## src/rtl/smf_pkg.sv

```systemverilog
package smf_pkg;

  localparam int unsigned WINDOW_LEN_DEFAULT  = 5;
  localparam int unsigned SAMPLE_BITS_DEFAULT = 16;
  localparam int unsigned QUEUE_DEPTH_DEFAULT = 2;

  // Occupancy flags of the window queue.
  typedef struct packed {
    logic full;
    logic empty;
  } smf_qstat_t;

endpackage

```

## src/rtl/smf_front.sv

```systemverilog
module smf_front #(
  parameter int unsigned WINDOW_LEN  = 5,
  parameter int unsigned SAMPLE_BITS = 16
) (
  input  logic                                   clk_i,
  input  logic                                   rst_ni,
  input  logic signed [SAMPLE_BITS-1:0]          sample_i,
  input  logic                                   new_block_i,
  input  logic                                   valid_i,
  input  smf_pkg::smf_qstat_t                    qstat_i,
  output logic                                   stall_o,
  output logic                                   push_o,
  output logic [WINDOW_LEN-1:0][SAMPLE_BITS-1:0] window_o
);
  import smf_pkg::*;

  localparam int unsigned CntW = $clog2(WINDOW_LEN + 1);

  logic [WINDOW_LEN-1:0][SAMPLE_BITS-1:0] win_q, win_d;
  logic [CntW-1:0]                        fill_q, fill_d;
  logic                                   accept;

  assign stall_o = qstat_i.full;
  assign accept  = valid_i && !qstat_i.full;

  always_comb begin
    win_d  = win_q;
    fill_d = fill_q;
    if (accept) begin
      win_d[0] = sample_i;
      for (int i = 1; i < WINDOW_LEN; i++) begin
        win_d[i] = win_q[i-1];
      end
      if (new_block_i) begin
        fill_d = CntW'(1);
      end else if (fill_q < CntW'(WINDOW_LEN)) begin
        fill_d = fill_q + 1'b1;
      end
    end
  end

  // Hand a full window to the queue.
  assign push_o   = accept && (fill_d == CntW'(WINDOW_LEN));
  assign window_o = win_d;

  always_ff @(posedge clk_i or negedge rst_ni) begin
    if (!rst_ni) begin
      win_q  <= '0;
      fill_q <= '0;
    end else begin
      win_q  <= win_d;
      fill_q <= fill_d;
    end
  end

endmodule

```

## src/rtl/smf_queue.sv

```systemverilog
module smf_queue #(
  parameter int unsigned WIDTH = 80,
  parameter int unsigned DEPTH = 2
) (
  input  logic                clk_i,
  input  logic                rst_ni,
  input  logic                push_i,
  input  logic [WIDTH-1:0]    wdata_i,
  input  logic                pop_i,
  output logic [WIDTH-1:0]    rdata_o,
  output smf_pkg::smf_qstat_t qstat_o
);
  import smf_pkg::*;

  localparam int unsigned PtrW = (DEPTH > 1) ? $clog2(DEPTH) : 1;
  localparam int unsigned CntW = $clog2(DEPTH + 1);

  logic [WIDTH-1:0] mem_q [DEPTH];
  logic [PtrW-1:0]  wptr_q, rptr_q;
  logic [CntW-1:0]  cnt_q;

  function automatic logic [PtrW-1:0] ptr_inc(input logic [PtrW-1:0] p);
    logic [PtrW-1:0] r;
    r = (p == PtrW'(DEPTH - 1)) ? '0 : p + 1'b1;
    return r;
  endfunction

  assign qstat_o.full  = (cnt_q == CntW'(DEPTH));
  assign qstat_o.empty = (cnt_q == '0);
  assign rdata_o       = mem_q[rptr_q];

  always_ff @(posedge clk_i) begin
    if (push_i) begin
      mem_q[wptr_q] <= wdata_i;
    end
  end

  always_ff @(posedge clk_i or negedge rst_ni) begin
    if (!rst_ni) begin
      wptr_q <= '0;
      rptr_q <= '0;
      cnt_q  <= '0;
    end else begin
      if (push_i) begin
        wptr_q <= ptr_inc(wptr_q);
      end
      if (pop_i) begin
        rptr_q <= ptr_inc(rptr_q);
      end
      if (push_i && !pop_i) begin
        cnt_q <= cnt_q + 1'b1;
      end else if (pop_i && !push_i) begin
        cnt_q <= cnt_q - 1'b1;
      end
    end
  end

endmodule

```

## src/rtl/smf_rank.sv

```systemverilog
module smf_rank #(
  parameter int unsigned WINDOW_LEN  = 5,
  parameter int unsigned SAMPLE_BITS = 16
) (
  input  logic                                   clk_i,
  input  logic                                   rst_ni,
  input  smf_pkg::smf_qstat_t                    qstat_i,
  input  logic [WINDOW_LEN-1:0][SAMPLE_BITS-1:0] window_i,
  output logic                                   pop_o,
  output logic signed [SAMPLE_BITS-1:0]          median_value_o,
  output logic                                   valid_o,
  input  logic                                   stall_i
);
  import smf_pkg::*;

  localparam int unsigned RankW = $clog2(WINDOW_LEN);

  logic [WINDOW_LEN-1:0][RankW-1:0]       rank;
  logic [WINDOW_LEN-1:0]                  sel_d, sel_q;
  logic [WINDOW_LEN-1:0][SAMPLE_BITS-1:0] win_q;
  logic                                   s1_valid_q;
  logic                                   s1_ready, out_ready;
  logic [SAMPLE_BITS-1:0]                 med_d, med_q;
  logic                                   out_valid_q;

  // Rank each entry; ties break on position so exactly one entry hits the middle.
  always_comb begin
    for (int i = 0; i < WINDOW_LEN; i++) begin
      rank[i] = '0;
      for (int j = 0; j < WINDOW_LEN; j++) begin
        if (j != i) begin
          if (($signed(window_i[j]) < $signed(window_i[i])) ||
              ((window_i[j] == window_i[i]) && (j < i))) begin
            rank[i] = rank[i] + 1'b1;
          end
        end
      end
      sel_d[i] = (rank[i] == RankW'(WINDOW_LEN / 2));
    end
  end

  always_comb begin
    med_d = '0;
    for (int i = 0; i < WINDOW_LEN; i++) begin
      if (sel_q[i]) begin
        med_d = med_d | win_q[i];
      end
    end
  end

  assign out_ready = !out_valid_q || !stall_i;
  assign s1_ready  = !s1_valid_q || out_ready;
  assign pop_o     = !qstat_i.empty && s1_ready;

  always_ff @(posedge clk_i) begin
    if (pop_o) begin
      sel_q <= sel_d;
      win_q <= window_i;
    end
    if (s1_valid_q && out_ready) begin
      med_q <= med_d;
    end
  end

  always_ff @(posedge clk_i or negedge rst_ni) begin
    if (!rst_ni) begin
      s1_valid_q  <= 1'b0;
      out_valid_q <= 1'b0;
    end else begin
      if (s1_ready) begin
        s1_valid_q <= !qstat_i.empty;
      end
      if (out_ready) begin
        out_valid_q <= s1_valid_q;
      end
    end
  end

  assign median_value_o = med_q;
  assign valid_o        = out_valid_q;

endmodule

```

## src/rtl/sliding_median_filter.sv

```systemverilog
// The median of a window-filling word goes via the queue, rank register and output register.
// One word per cycle while stall_o is low; the rank network settles one window per cycle.
// The window queue (QUEUE_DEPTH, default two) takes QUEUE_DEPTH windows before stall_o rises.
// Reset (rst_ni low, asynchronous): window and fill count clear, queue and pipeline empty.
// Words of a block before the window is full produce no result.
module sliding_median_filter #(
  parameter int unsigned WINDOW_LEN  = smf_pkg::WINDOW_LEN_DEFAULT,
  parameter int unsigned SAMPLE_BITS = smf_pkg::SAMPLE_BITS_DEFAULT,
  parameter int unsigned QUEUE_DEPTH = smf_pkg::QUEUE_DEPTH_DEFAULT
) (
  input  logic                          clk_i,
  input  logic                          rst_ni,
  input  logic signed [SAMPLE_BITS-1:0] sample_i,
  input  logic                          new_block_i,
  input  logic                          valid_i,
  output logic                          stall_o,
  output logic signed [SAMPLE_BITS-1:0] median_value_o,
  output logic                          valid_o,
  input  logic                          stall_i
);
  import smf_pkg::*;

  localparam int unsigned WinBits = WINDOW_LEN * SAMPLE_BITS;

  smf_qstat_t                             qstat;
  logic                                   push, pop;
  logic [WINDOW_LEN-1:0][SAMPLE_BITS-1:0] front_win, head_win;
  logic [WinBits-1:0]                     head_flat;

  // Front: shift each accepted word into the window, track the block fill,
  // and push a snapshot of the window whenever it is full. Stall on a full queue.
  smf_front #(
    .WINDOW_LEN (WINDOW_LEN),
    .SAMPLE_BITS(SAMPLE_BITS)
  ) u_front (
    .clk_i      (clk_i),
    .rst_ni     (rst_ni),
    .sample_i   (sample_i),
    .new_block_i(new_block_i),
    .valid_i    (valid_i),
    .qstat_i    (qstat),
    .stall_o    (stall_o),
    .push_o     (push),
    .window_o   (front_win)
  );

  // Queue: decouple the front from a stalled back end.
  smf_queue #(
    .WIDTH(WinBits),
    .DEPTH(QUEUE_DEPTH)
  ) u_queue (
    .clk_i  (clk_i),
    .rst_ni (rst_ni),
    .push_i (push),
    .wdata_i(front_win),
    .pop_i  (pop),
    .rdata_o(head_flat),
    .qstat_o(qstat)
  );

  assign head_win = head_flat;

  // Back: rank the queued window, select the middle entry, hold it in the
  // output register until the sink takes it.
  smf_rank #(
    .WINDOW_LEN (WINDOW_LEN),
    .SAMPLE_BITS(SAMPLE_BITS)
  ) u_rank (
    .clk_i         (clk_i),
    .rst_ni        (rst_ni),
    .qstat_i       (qstat),
    .window_i      (head_win),
    .pop_o         (pop),
    .median_value_o(median_value_o),
    .valid_o       (valid_o),
    .stall_i       (stall_i)
  );

endmodule

```

## config.mk

```make
export PLATFORM = sky130hd
export DESIGN_NAME = sliding_median_filter
export DESIGN_NICKNAME = d
export VERILOG_FILES = /design/src/rtl/smf_pkg.sv /design/src/rtl/smf_front.sv /design/src/rtl/smf_queue.sv /design/src/rtl/smf_rank.sv /design/src/rtl/sliding_median_filter.sv
export SDC_FILE = /design/constraint.sdc
export NUM_CORES = 1
export LEC_CHECK = 0
export BUFFER_PORTS_ARGS = -buffer_cell sky130_fd_sc_hd__buf_4
export CORE_MARGIN = 5
export CORE_UTILIZATION = 45
export DETAILED_ROUTE_END_ITERATION = 12
export GPL_TIMING_DRIVEN = 1
export REMOVE_ABC_BUFFERS = 1
export SLEW_MARGIN = 40
export SYNTH_ARGS = -nofsm -noshare
export SYNTH_HDL_FRONTEND = slang
export SYNTH_HIERARCHICAL = 1
export SYNTH_SLANG_ARGS = --single-unit
```

## constraint.sdc

```tcl
create_clock -name clk_i -period 6.8 [get_ports clk_i]
set_input_delay 1.36 -clock clk_i [delete_from_list [all_inputs] [get_ports clk_i]]
set_output_delay 1.36 -clock clk_i [all_outputs]
set_load 0.05 [all_outputs]
```

## Yosys cells after proc, flatten, opt, wreduce, memory -nomap -nowiden

Memory sizes are Yosys's and may differ from the RTL's.
Cells that the tools add are included.

- Register bits: 190
- RAM bits: 160
- Output and inout port bits: 18
- Memories kept: 1

- Add/subtract/negate cells: 20
- $lt $le $gt $ge: 21
- Equal/unequal tests: 17
- Multiplexer cells: 35
- Bitwise operators: 4
- Reduce and logical (&&, ||, !) cells: 27

Memories:

| memory | words | bits a word | rd ports | clocked after Yosys merged registers in | wr ports | RTL line | RTL |
|---|---|---|---|---|---|---|---|
| u_queue.mem_q | 2 | 80 | 1 | 0 | 1 | smf_queue.sv:18 | `logic [WIDTH-1:0] mem_q [DEPTH];` |

Operators with widths:

| kind | number |
|---|---|
| 16-bit < comparator | 20 |
| 16-bit equality test | 10 |
| 16-bit two-way mux | 5 |
| 80-bit two-way mux | 1 |
| 16-bit OR | 4 |
| 3-bit two-way mux | 18 |
| 3-bit by 1-bit adder with 3-bit output (second input constant) | 16 |
| 3-bit by 2-bit equality test with 1-bit output (second input constant) | 5 |
| 1-bit logical OR | 12 |
| 1-bit two-way mux | 9 |
| 1-bit logical NOT | 7 |
| 1-bit logical AND | 6 |
| 2-bit two-way mux | 2 |
| 3-bit equality test (second input constant) | 1 |
| 3-bit < comparator (second input constant) | 1 |
| 1-bit adder (second input constant) | 2 |
| 2-bit by 1-bit adder with 2-bit output (second input constant) | 1 |
| 2-bit equality test (second input constant) | 1 |
| 2-bit logical NOT | 1 |
| 2-bit nonzero test | 1 |
| 2-bit by 1-bit subtractor with 2-bit output (second input constant) | 1 |

## Longest topological paths before layout

Gate-level depths: netlist (run 1).
An unclocked memory read counts as a cell.

- Depth after elaboration: 11
- Mapped depth: 19
- Gate-level depth less buffers: 17

## Modules after synthesis

Netlist (run 1), hierarchy kept.

Modules (own cells, without submodules):

| module | instances | cells each | area each (um^2) | sequential area each (um^2) |
|---|---|---|---|---|
| smf_rank | 1 | 700 | 7768.7 | 3083.0 |
| smf_queue | 1 | 265 | 6359.8 | 4904.7 |
| smf_front | 1 | 362 | 3203.1 | 2077.0 |

## Worst setup path after synthesis (run 1)

Ideal clock, no wire load.

- Path kind: input to register
- Start: input stall_i
- End: register u_queue.cnt_q[1]
- Setup time: 79 ps
- Arrival time: 6557 ps
- Data required time: 6721 ps
- Path slack: 164 ps
- Cell stages on the path: 6
- Buffers on the path: 0
- Cells stage by stage: a31oi_1 > inv_1 > ha_1 > xor2_1 > nor2_1 > xor2_1

- Cells in the longest elaborated chain, start to end: 7
- Elaborated cells between the ends (all ways): 9
- Those cells by class: mux: 1; reduce/logical: 8

RTL lines:

| item | RTL line | RTL |
|---|---|---|
| start, declared | sliding_median_filter.sv:19 | `input logic stall_i` |
| 1-bit logical NOT (*) | smf_rank.sv:51 | `assign out_ready = !out_valid_q \|\| !stall_i;` |
| 1-bit logical OR (*) | smf_rank.sv:51 |  |
| 1-bit logical OR (*) | smf_rank.sv:52 | `assign s1_ready = !s1_valid_q \|\| out_ready;` |
| 1-bit logical AND (*) | smf_rank.sv:53 | `assign pop_o = !qstat_i.empty && s1_ready;` |
| 1-bit logical NOT | smf_queue.sv:50 | `if (push_i && !pop_i) begin` |
| 1-bit logical AND | smf_queue.sv:50 |  |
| 2-bit two-way mux / 2-bit nonzero test (equally long branches) | -- |  |
| end signal, assigned | smf_queue.sv:51 | `cnt_q <= cnt_q + 1'b1;` |
| end signal, assigned | smf_queue.sv:53 | `cnt_q <= cnt_q - 1'b1;` |
| end, declared | smf_queue.sv:20 | `logic [CntW-1:0] cnt_q;` |

Mark *: on every way between the ends. The rest lies on a longest branch, timed or not.
A chain may end at the register's enable or synchronous reset.

## Worst setup path in the final report (run 1)

- Start: register u_queue.rptr_q
- End: register u_rank.sel_q[0], data pin

- Cells in the longest elaborated chain, start to end: 10
- Elaborated cells between the ends (all ways): 13
- Those cells by class: add/sub: 3; order compare: 4; eq/ne: 1; mux: 4; memory: 1

RTL lines:

| item | RTL line | RTL |
|---|---|---|
| start, declared | smf_queue.sv:19 | `logic [PtrW-1:0] wptr_q, rptr_q;` |
| start signal, assigned | smf_queue.sv:48 | `rptr_q <= ptr_inc(rptr_q);` |
| memory 2 x 80 bit (*) | -- |  |
| named net head_flat[11] | sliding_median_filter.sv:28 | `logic [WinBits-1:0] head_flat;` |
| 16-bit < comparator | smf_rank.sv:32 | `if (($signed(window_i[j]) < $signed(window_i[i])) \|\|` |
| 1-bit two-way mux | smf_rank.sv:32 |  |
| 3-bit by 1-bit adder with 3-bit output | smf_rank.sv:34 | `rank[i] = rank[i] + 1'b1;` |
| 3-bit two-way mux | smf_rank.sv:32 |  |
| 3-bit by 1-bit adder with 3-bit output | smf_rank.sv:34 |  |
| 3-bit two-way mux | smf_rank.sv:32 |  |
| 3-bit by 1-bit adder with 3-bit output | smf_rank.sv:34 |  |
| 3-bit two-way mux (*) | smf_rank.sv:32 |  |
| 3-bit by 2-bit equality test with 1-bit output (*) | smf_rank.sv:38 | `sel_d[i] = (rank[i] == RankW'(WINDOW_LEN / 2));` |
| named net u_rank.sel_d[0] | smf_rank.sv:19 | `logic [WINDOW_LEN-1:0] sel_d, sel_q;` |
| end signal, assigned | smf_rank.sv:57 | `sel_q <= sel_d;` |
| end, declared | smf_rank.sv:19 |  |

The timed path passes the listed nets; every way through them passes the cells marked *.

==> run metrics, run 1 <==
Die Wd 206 microns; Hold Path Stages 1; Synth Warn # 6; pre-CTS WS 1870 ps; core region area 37800 sq um; sequential power share 35.8%; met2 Usage GRT 29.9%; met3 Usage GRT 3.56%; commonest cells after routing, fill and taps aside nand2_1, edfxtp_1, ha_1, dfrtp_1, mux2_4; Leakage 8.35 nW; Slew Viols, Final 0; Relative slew margins 48.9%; Cell Int Power 6.12 mW; worst hold start u_queue/cnt_q[1]; cell area power density 505 nW/um^2; RSZ-0062 raised after global routing no; IO Pins 39; WL/cell 20.4 microns; Synth Cell Area 17300 sq um; Register-to-Register Setup Slack 2110 ps; Routed Antenna Nets 0; total negative slack 0 ps; Total Nets Final 1582; Mean Syn Cell Area 13.1 sq um; fmax 0.213 GHz; Die ar. 42500 sq um; Hold Path Class reg2reg; reg-to-reg endpoint u_rank/sel_q[0]; crit-path max FO 29; vias 10452; buffers added on ports 38; ys async rst share 25.4%; Post-synth EDFFs 261; aggregate global routing overflow 0; Post-Syn Instances 1327; later-pin clock latency in the skew report 530 ps; switch share 38.0%; Most Crowded Layer GR met2; total CTS buffers 39; Switch Pwr 3.75 mW; Slew @ Worst Pin 766 ps; final worst slack 2110 ps; drt pass-1 iters 5; ys flop type edfxtp_1; maximum vdd ir drop 0.398 mV; status finished clean; CP Capture Type flip-flop; Reg2Reg Launch Point u_queue/rptr_q; Gate power share 43.9%; Clock Sink Count 350; minimum clock period 4690 ps; Tot Pwr 9.87 mW; clk root buf clkbuf_16; first-pass GRT wire length 62.2 mm; max-cap violations 0; required time of the critical path 7070 ps; Core Rows 71; CP startpoint kind flip-flop; power share of the clock group 20.3%; DRC viols 0; sequential fraction of the synthesis area 58.1%; commonest non-fill, non-tap cell in the layout nand2_1; Initial DRC Count 702; antenna violations before repair 0; R2R depth 17; hold-fix buffer count after cts 0; global placer's final weighted congestion 0.918; setup bufs post-CTS 0; # H-tree levels 2; post-cts gate resize count 0; Arrival @ worst endpoint 4960 ps; Area growth, synth to finish 12.6%; diode count 0; share of layout cells above drive strength 1 15.5%; WL final 39.4 mm; Unique masters post-synth 69; Initial Util 45.8%; final setup fails 0; Die Y-Extent 206 microns; number of global-route vias before repair 10589; detailed placement HPWL 28.5 mm; Clk pin slew, worst setup/hold paths 60 ps; largest net degree at the start of global routing 82; vias per cell 5.41; Hold Path End u_queue/cnt_q[1]; Hold Violations, Final 0; GRT Resource Usage Total 19.0%; crit path kind reg2reg; fin crit share 69.0%; CTS tree done; Worst Skew 15.9 ps; Synth Register Bits 350; met1 Use GR 27.1%; Longest Clk Path Bufs 3
-- routing by layer --
layer	wire length [microns]	up-vias
li1	-	5025
met3	2030	62
met1	18300	5118
met4	1010	0
met2	18100	247
met5	0	-
-- layout make-up --
type | count | area, sq um
clock buffer | 57 | 1150
fill | 3301 | 18300
tap | 511 | 639
timing repair buffer | 60 | 564
inverter | 74 | 278
sequential | 350 | 10100
multi-input combinational | 865 | 6730
clock inverter | 14 | 98.8
-- kinds of logic after synthesis --
logic type,after synthesis,synth area share (%)
and+or+nand+nor,411,10.6
muxes,85,7.24
xor gates and xnor gates,12,0.650
AOI/OAI and AO/OA,185,7.63
adders and majority gates,172,12.4
buffers and inverters,112,3.36
DFF,350,58.1
-- Yosys cell counts, types with 15 or more instances --
cell type / n / area (sq um)
nand2_1: 296 / 1110
edfxtp_1: 261 / 7840
ha_1: 171 / 2140
dfrtp_1: 89 / 2230
mux2_4: 80 / 1200
inv_1: 73 / 274
a21oi_1: 56 / 280
nand4_1: 34 / 213
clkbuf_1: 17 / 63.8
a222oi_1: 16 / 160
a22oi_1: 16 / 120
nor2b_1: 16 / 100
a21o_1: 15 / 113
-- worst max-delay path by stage --
stage                        start  slack (ps)                   to
floorplan                  valid_i       -2100  u_queue/mem_q[0][0]
global placement    u_queue/rptr_q        1970      u_rank/sel_q[0]
detailed placement  u_queue/rptr_q        1870      u_rank/sel_q[0]
CTS                 u_queue/rptr_q        1860      u_rank/sel_q[0]
global route        u_queue/rptr_q        1860      u_rank/sel_q[0]
finish              u_queue/rptr_q        2110      u_rank/sel_q[0]
-- flip-flops by register name (all words and copies together) (netlist names) --
name                   cells
u_front/fill_q             3
u_rank/s1_valid_q          1
u_rank/sel_q               5
u_queue/rptr_q             1
u_rank/valid_o             1
u_queue/wptr_q             1
u_queue/cnt_q              2
u_queue/mem_q            160
u_front/win_q             80
u_rank/win_q              80
u_rank/median_value_o     16
-- critical path, cell delays in order, from the launching register on --
cell       delay [ps]
dfrtp_4           620
buf_12            280
buf_4             240
mux2_4            360
ha_1              320
and4_1            260
nand3b_1          170
a21oi_1           220
nor2_1             90
o2111ai_1         120
and2_1            270
inv_1              90
ha_1              350
xnor2_1           150
ha_1              290
nor2b_1           140
nor3b_1           140
o32a_1            310
-- power by group through the flow --
stage	registers (mW)	logic [mW]	clock network, mW
final	3.53	4.33	2.01
after global routing	3.59	4.81	2.16
after CTS	3.58	4.28	2.06
after detailed placement	3.62	4.25	0
after global placement	3.69	3.99	0
after floorplan	3.80	2.80	0
-- through the flow --
stage          std cells  area [sq um]  util, %  hold slack [ps]
2_1_floorplan       1289         17000        -              452
3_3_place_gp        1849         18100     47.8              471
3_5_place_dp        1859         18300     48.2              477
4_1_cts             1930         19500     51.5              491
5_1_grt             1931         19500     51.6              518
6_report            1931         19500     51.6              488
Note: power is estimated with default switching activity, not from simulation.
==> run 2, diff against run 1 <==
==> constraint.sdc (replaced) <==
create_clock -name clk_i -period 4.3 [get_ports clk_i]
set_input_delay 0.86 -clock clk_i [delete_from_list [all_inputs] [get_ports clk_i]]
set_output_delay 0.86 -clock clk_i [all_outputs]
set_load 0.05 [all_outputs]
==> run metrics, run 2 (synthesis gave the netlist of run 1 again) <==
fin crit share 97.9%; minimum clock period 4210 ps; Die Y-Extent 206 microns; crit-path max FO 20; Clock Sink Count 350; aggregate global routing overflow 0; largest net degree at the start of global routing 82; CP Capture Type flip-flop; WL final 40.2 mm; cell area power density 825 nW/um^2; crit path kind reg2reg; Non-Filler Instances 1960; buffers added on ports 38; core region area 37800 sq um; Hold Path Class in2async; Area growth, synth to finish 16.0%; Tot Pwr 16.6 mW; total negative slack 0 ps; commonest non-fill, non-tap cell in the layout nand2_1; drt pass-1 iters 8; hold-fix buffer count after cts 0; Relative slew margins 53.6%; pre-CTS WS -302 ps; total CTS buffers 38; Initial Util 45.8%; met2 Usage GRT 30.2%; Slew @ Worst Pin 696 ps; RSZ-0062 raised after global routing yes; GRT Resource Usage Total 19.0%; detailed placement HPWL 28.5 mm; Total Nets Final 1612; number of global-route vias before repair 10570; fmax 0.238 GHz; antenna violations before repair 0; Routed Antenna Nets 0; Worst Skew 21.2 ps; later-pin clock latency in the skew report 530 ps; Initial DRC Count 730; clk root buf clkbuf_16; Die ar. 42500 sq um; final worst slack 91.3 ps; Core Rows 71; vias 10635; Die Wd 206 microns; global placer's final weighted congestion 0.980; met3 Usage GRT 2.90%; diode count 0; Largest register FFs 160; vias per cell 5.43; status finished clean; commonest cells after routing, fill and taps aside nand2_1, edfxtp_1, ha_1, dfrtp_1, mux2_4; CP startpoint kind flip-flop; DRC viols 0; final setup fails 0; CTS tree done; first-pass GRT wire length 62.6 mm; met1 Use GR 27.8%; max-cap violations 0; share of layout cells above drive strength 1 19.5%; # H-tree levels 2; required time of the critical path 4560 ps; Leakage 8.60 nW; Longest Clk Path Bufs 3; WL/cell 20.5 microns; Largest Register u_queue/mem_q; Top Registers u_queue/mem_q x160, u_front/win_q x80, u_rank/win_q x80; Clk pin slew, worst setup/hold paths 60 ps; IO Pins 39; Most Crowded Layer GR met2; maximum vdd ir drop 0.441 mV; dpl cells 1877; Hold Violations, Final 0; Slew Viols, Final 0; Arrival @ worst endpoint 4470 ps
## run 2: timing repair
| action | CTS | global route |
|---|---|---|
| cloned | 0 | 1 |
| setup buffers | 0 | 13 |
| pin swaps | 0 | 13 |
| gates resized for setup | 2 | 38 |
| endpoints found under the setup margin | 2 | 5 |
## run 2: worst max-delay path: stages, from the launching register on
cell,delay [ps]
dfrtp_4,540
buf_12,190
buf_4,180
mux2_4,340
ha_1,310
nand4_1,160
or4_4,590
a21oi_4,160
nor4_1,90
o22ai_4,250
xor2_2,200
xor2_1,180
ha_1,250
and3b_1,200
o211ai_1,170
o311ai_1,120
## run 2: cell type report
class / instances / area, sq um
Inverter: 74 / 278
Tap cell: 511 / 639
Multi-Input combinational cell: 865 / 6930
Fill cell: 3239 / 17700
Clock buffer: 54 / 1140
Timing Repair Buffer: 91 / 825
Sequential cell: 350 / 10100
Clock inverter: 15 / 230
## run 2: layer usage
metal / up-vias / part of all wire, %
met1: 5220 / 47
met2: 278 / 46
met3: 46 / 4.9
met5: - / 0
met4: 0 / 1.8
li1: 5091 / -
## run 2: path summary, 6_finish.rpt
check                                       from  cells past startpoint  slack, ps           endpoint
worst max-delay path              u_queue/rptr_q                     15         90    u_rank/sel_q[3]
worst min-delay path                      rst_ni                      1        340  u_front/win_q[13]
worst max register to register    u_queue/rptr_q                     15         90    u_rank/sel_q[3]
worst min register to register  u_queue/cnt_q[1]                      1        490   u_queue/cnt_q[1]
max in group asynchronous                 rst_ni                      2       3160  u_front/win_q[37]
min in group clk_i              u_queue/cnt_q[1]                      1        490   u_queue/cnt_q[1]
## run 2: where the power goes
group | internal (mW) | switching (mW) | leakage (nW)
Combinational | 3.08 | 4.42 | 4.36
Sequential | 5.10 | 0.477 | 3.56
Clock | 2.21 | 1.29 | 0.678
## run 2: stage by stage
step / utilization, % / cell area (sq um) / hold WS (ps)
3_3_place_gp: 48.4 / 18300 / 470
4_1_cts: 52.2 / 19800 / 338
3_5_place_dp: 48.6 / 18400 / 480
5_1_grt: 53.1 / 20100 / 378
6_report: 53.1 / 20100 / 336
2_1_floorplan: - / 17000 / 452
==> run 3, diff against run 2 <==
--- a/config.mk
+++ b/config.mk
@@ -10,7 +10,7 @@
 export CORE_UTILIZATION = 45
 export DETAILED_ROUTE_END_ITERATION = 12
 export GPL_TIMING_DRIVEN = 1
-export REMOVE_ABC_BUFFERS = 1
+export MAX_ROUTING_LAYER = met4
 export SLEW_MARGIN = 40
 export SYNTH_ARGS = -nofsm -noshare
 export SYNTH_HDL_FRONTEND = slang
==> run metrics, run 3 (synthesis gave the netlist of run 1 again) <==
total CTS buffers 38; IO Pins 39; buffers added on ports 38; later-pin clock latency in the skew report 530 ps; global placer's final weighted congestion 0.918; Core Rows 71; Largest register FFs 160; Initial Util 45.8%; number of global-route vias before repair 10857; Routed Antenna Nets 0; commonest cells after routing, fill and taps aside nand2_1, edfxtp_1, ha_1, buf_4, dfrtp_1; Arrival @ worst endpoint 4480 ps; Max stage delay on crit path 540 ps; diode count 0; Longest Clk Path Bufs 3; # H-tree levels 2; Non-Filler Instances 1983; Worst path top cell family by delay compound AO/OA/AOI/OAI gates; critical path's slowest cell dfrtp_4; status finished clean; largest net degree at the start of global routing 88; CP startpoint kind flip-flop; hold-fix buffer count after cts 0; core region area 37800 sq um; Initial DRC Count 1008; drt pass-1 iters 8; Die Wd 206 microns; crit path kind reg2reg; crit-path max FO 6; clk root buf clkbuf_16; aggregate global routing overflow 0; final setup fails 0; Leakage 8.62 nW; Slew Viols, Final 0; crit path cell chain buf_6 -> buf_12 -> clkbuf_16 -> mux2_4 -> inv_2 -> ha_1 -> nand4_1 -> buf_4 -> a2111oi_0 -> or4_4 -> mux2_4 -> xor2_1 -> ha_1 -> and3b_1 -> o211ai_1 -> o311ai_1; Die Y-Extent 206 microns; minimum clock period 4230 ps; Total Nets Final 1635; DRC viols 0; Worst Skew 15.0 ps; Layout Utilization 53.5%; vias 10928; antenna violations before repair 0; detailed placement HPWL 29.1 mm; Clock Sink Count 350; cell area power density 815 nW/um^2; required time of the critical path 4550 ps; first-pass GRT wire length 63.6 mm; Hold Path Class in2async; pre-CTS WS 13.7 ps; Relative slew margins 41.6%; commonest non-fill, non-tap cell in the layout nand2_1; Die ar. 42500 sq um; maximum vdd ir drop 0.351 mV; Clk pin slew, worst setup/hold paths 60 ps; Top Registers u_queue/mem_q x160, u_front/win_q x80, u_rank/win_q x80; CP Capture Type flip-flop; CP bufs+invs 5; Area growth, synth to finish 16.9%; dpl cells 1875; Register-to-Register Setup Slack 70 ps; share of layout cells above drive strength 1 21.7%; syn nets 1519; GRT Resource Usage Total 20.1%; Slew @ Worst Pin 877 ps; CTS tree done; WL final 42.1 mm; final worst slack 73.5 ps; max-cap violations 0; fmax 0.237 GHz; total negative slack 0 ps; vias per cell 5.51; fin crit share 98.3%; WL/cell 21.2 microns; Largest Register u_queue/mem_q; Hold Violations, Final 0
==> run 3: cell count changes in the layout (fill, tap and decap cells not counted), moves of 4 or more <==
cell	before	now
inv_1	69	57
inv_2	5	14
ha_1	167	162
bufinv_16	6	2
clkbuf_8	9	4
clkbuf_1	5	17
buf_4	76	92
ha_4	4	9
==> run 3: per-layer routing <==
metal	wire, microns	GRT usage [%]
met1	20200	29.9
met2	18600	29.1
met4	973	5.30
met5	0	-
met3	2280	3.08
==> run 3: per-stage QoR <==
step / hold WS, ps / power (mW) / area (sq um)
2_1_floorplan: 452 / 10.5 / 17300
3_3_place_gp: 470 / 12.3 / 18400
3_5_place_dp: 481 / 12.5 / 18400
4_1_cts: 418 / 15.7 / 19600
5_1_grt: 320 / 17.6 / 20300
6_report: 277 / 16.5 / 20300
==> run 3: what timing repair did <==
item | CTS | global route
gates resized for setup | 0 | 71
setup buffers | 0 | 32
hold endpoints to repair | 0 | 0
setup endpoints to repair | 0 | 5
==> run 3: worst register-to-register path: stages, from the launching register on <==
cell	delay (ps)
dfrtp_4	540
buf_6	160
buf_12	120
clkbuf_16	160
mux2_4	250
inv_2	70
ha_1	300
nand4_1	180
buf_4	210
a2111oi_0	440
or4_4	240
mux2_4	350
xor2_1	160
ha_1	280
and3b_1	190
o211ai_1	180
o311ai_1	120
==> run 3: worst paths after layout <==
check | start | endpoint | cells after the start
max in group asynchronous | rst_ni | u_front/win_q[34] | 2
worst max-delay path | u_queue/rptr_q | u_rank/sel_q[3] | 16
min in group clk_i | u_front/win_q[67] | u_front/win_q[67] | 2
worst min-delay path | rst_ni | u_front/win_q[2] | 1
worst min register to register | u_front/win_q[67] | u_front/win_q[67] | 2
worst max register to register | u_queue/rptr_q | u_rank/sel_q[3] | 16
==> run 3: area by class of cell <==
cell class | count | area [sq um]
clock inverters | 9 | 105
well taps | 511 | 639
inverters | 74 | 288
multi-input cells | 866 | 6990
clock buffers | 60 | 1090
repair buffers | 113 | 1070
fillers | 3228 | 17600
flip-flops and latches | 350 | 10100
==> run 3: power breakdown <==
group	leakage, nW	switching, mW	total, mW	internal (mW)
Combinational	4.48	4.40	7.72	3.32
Clock	0.583	1.28	3.15	1.87
Sequential	3.56	0.540	5.64	5.10
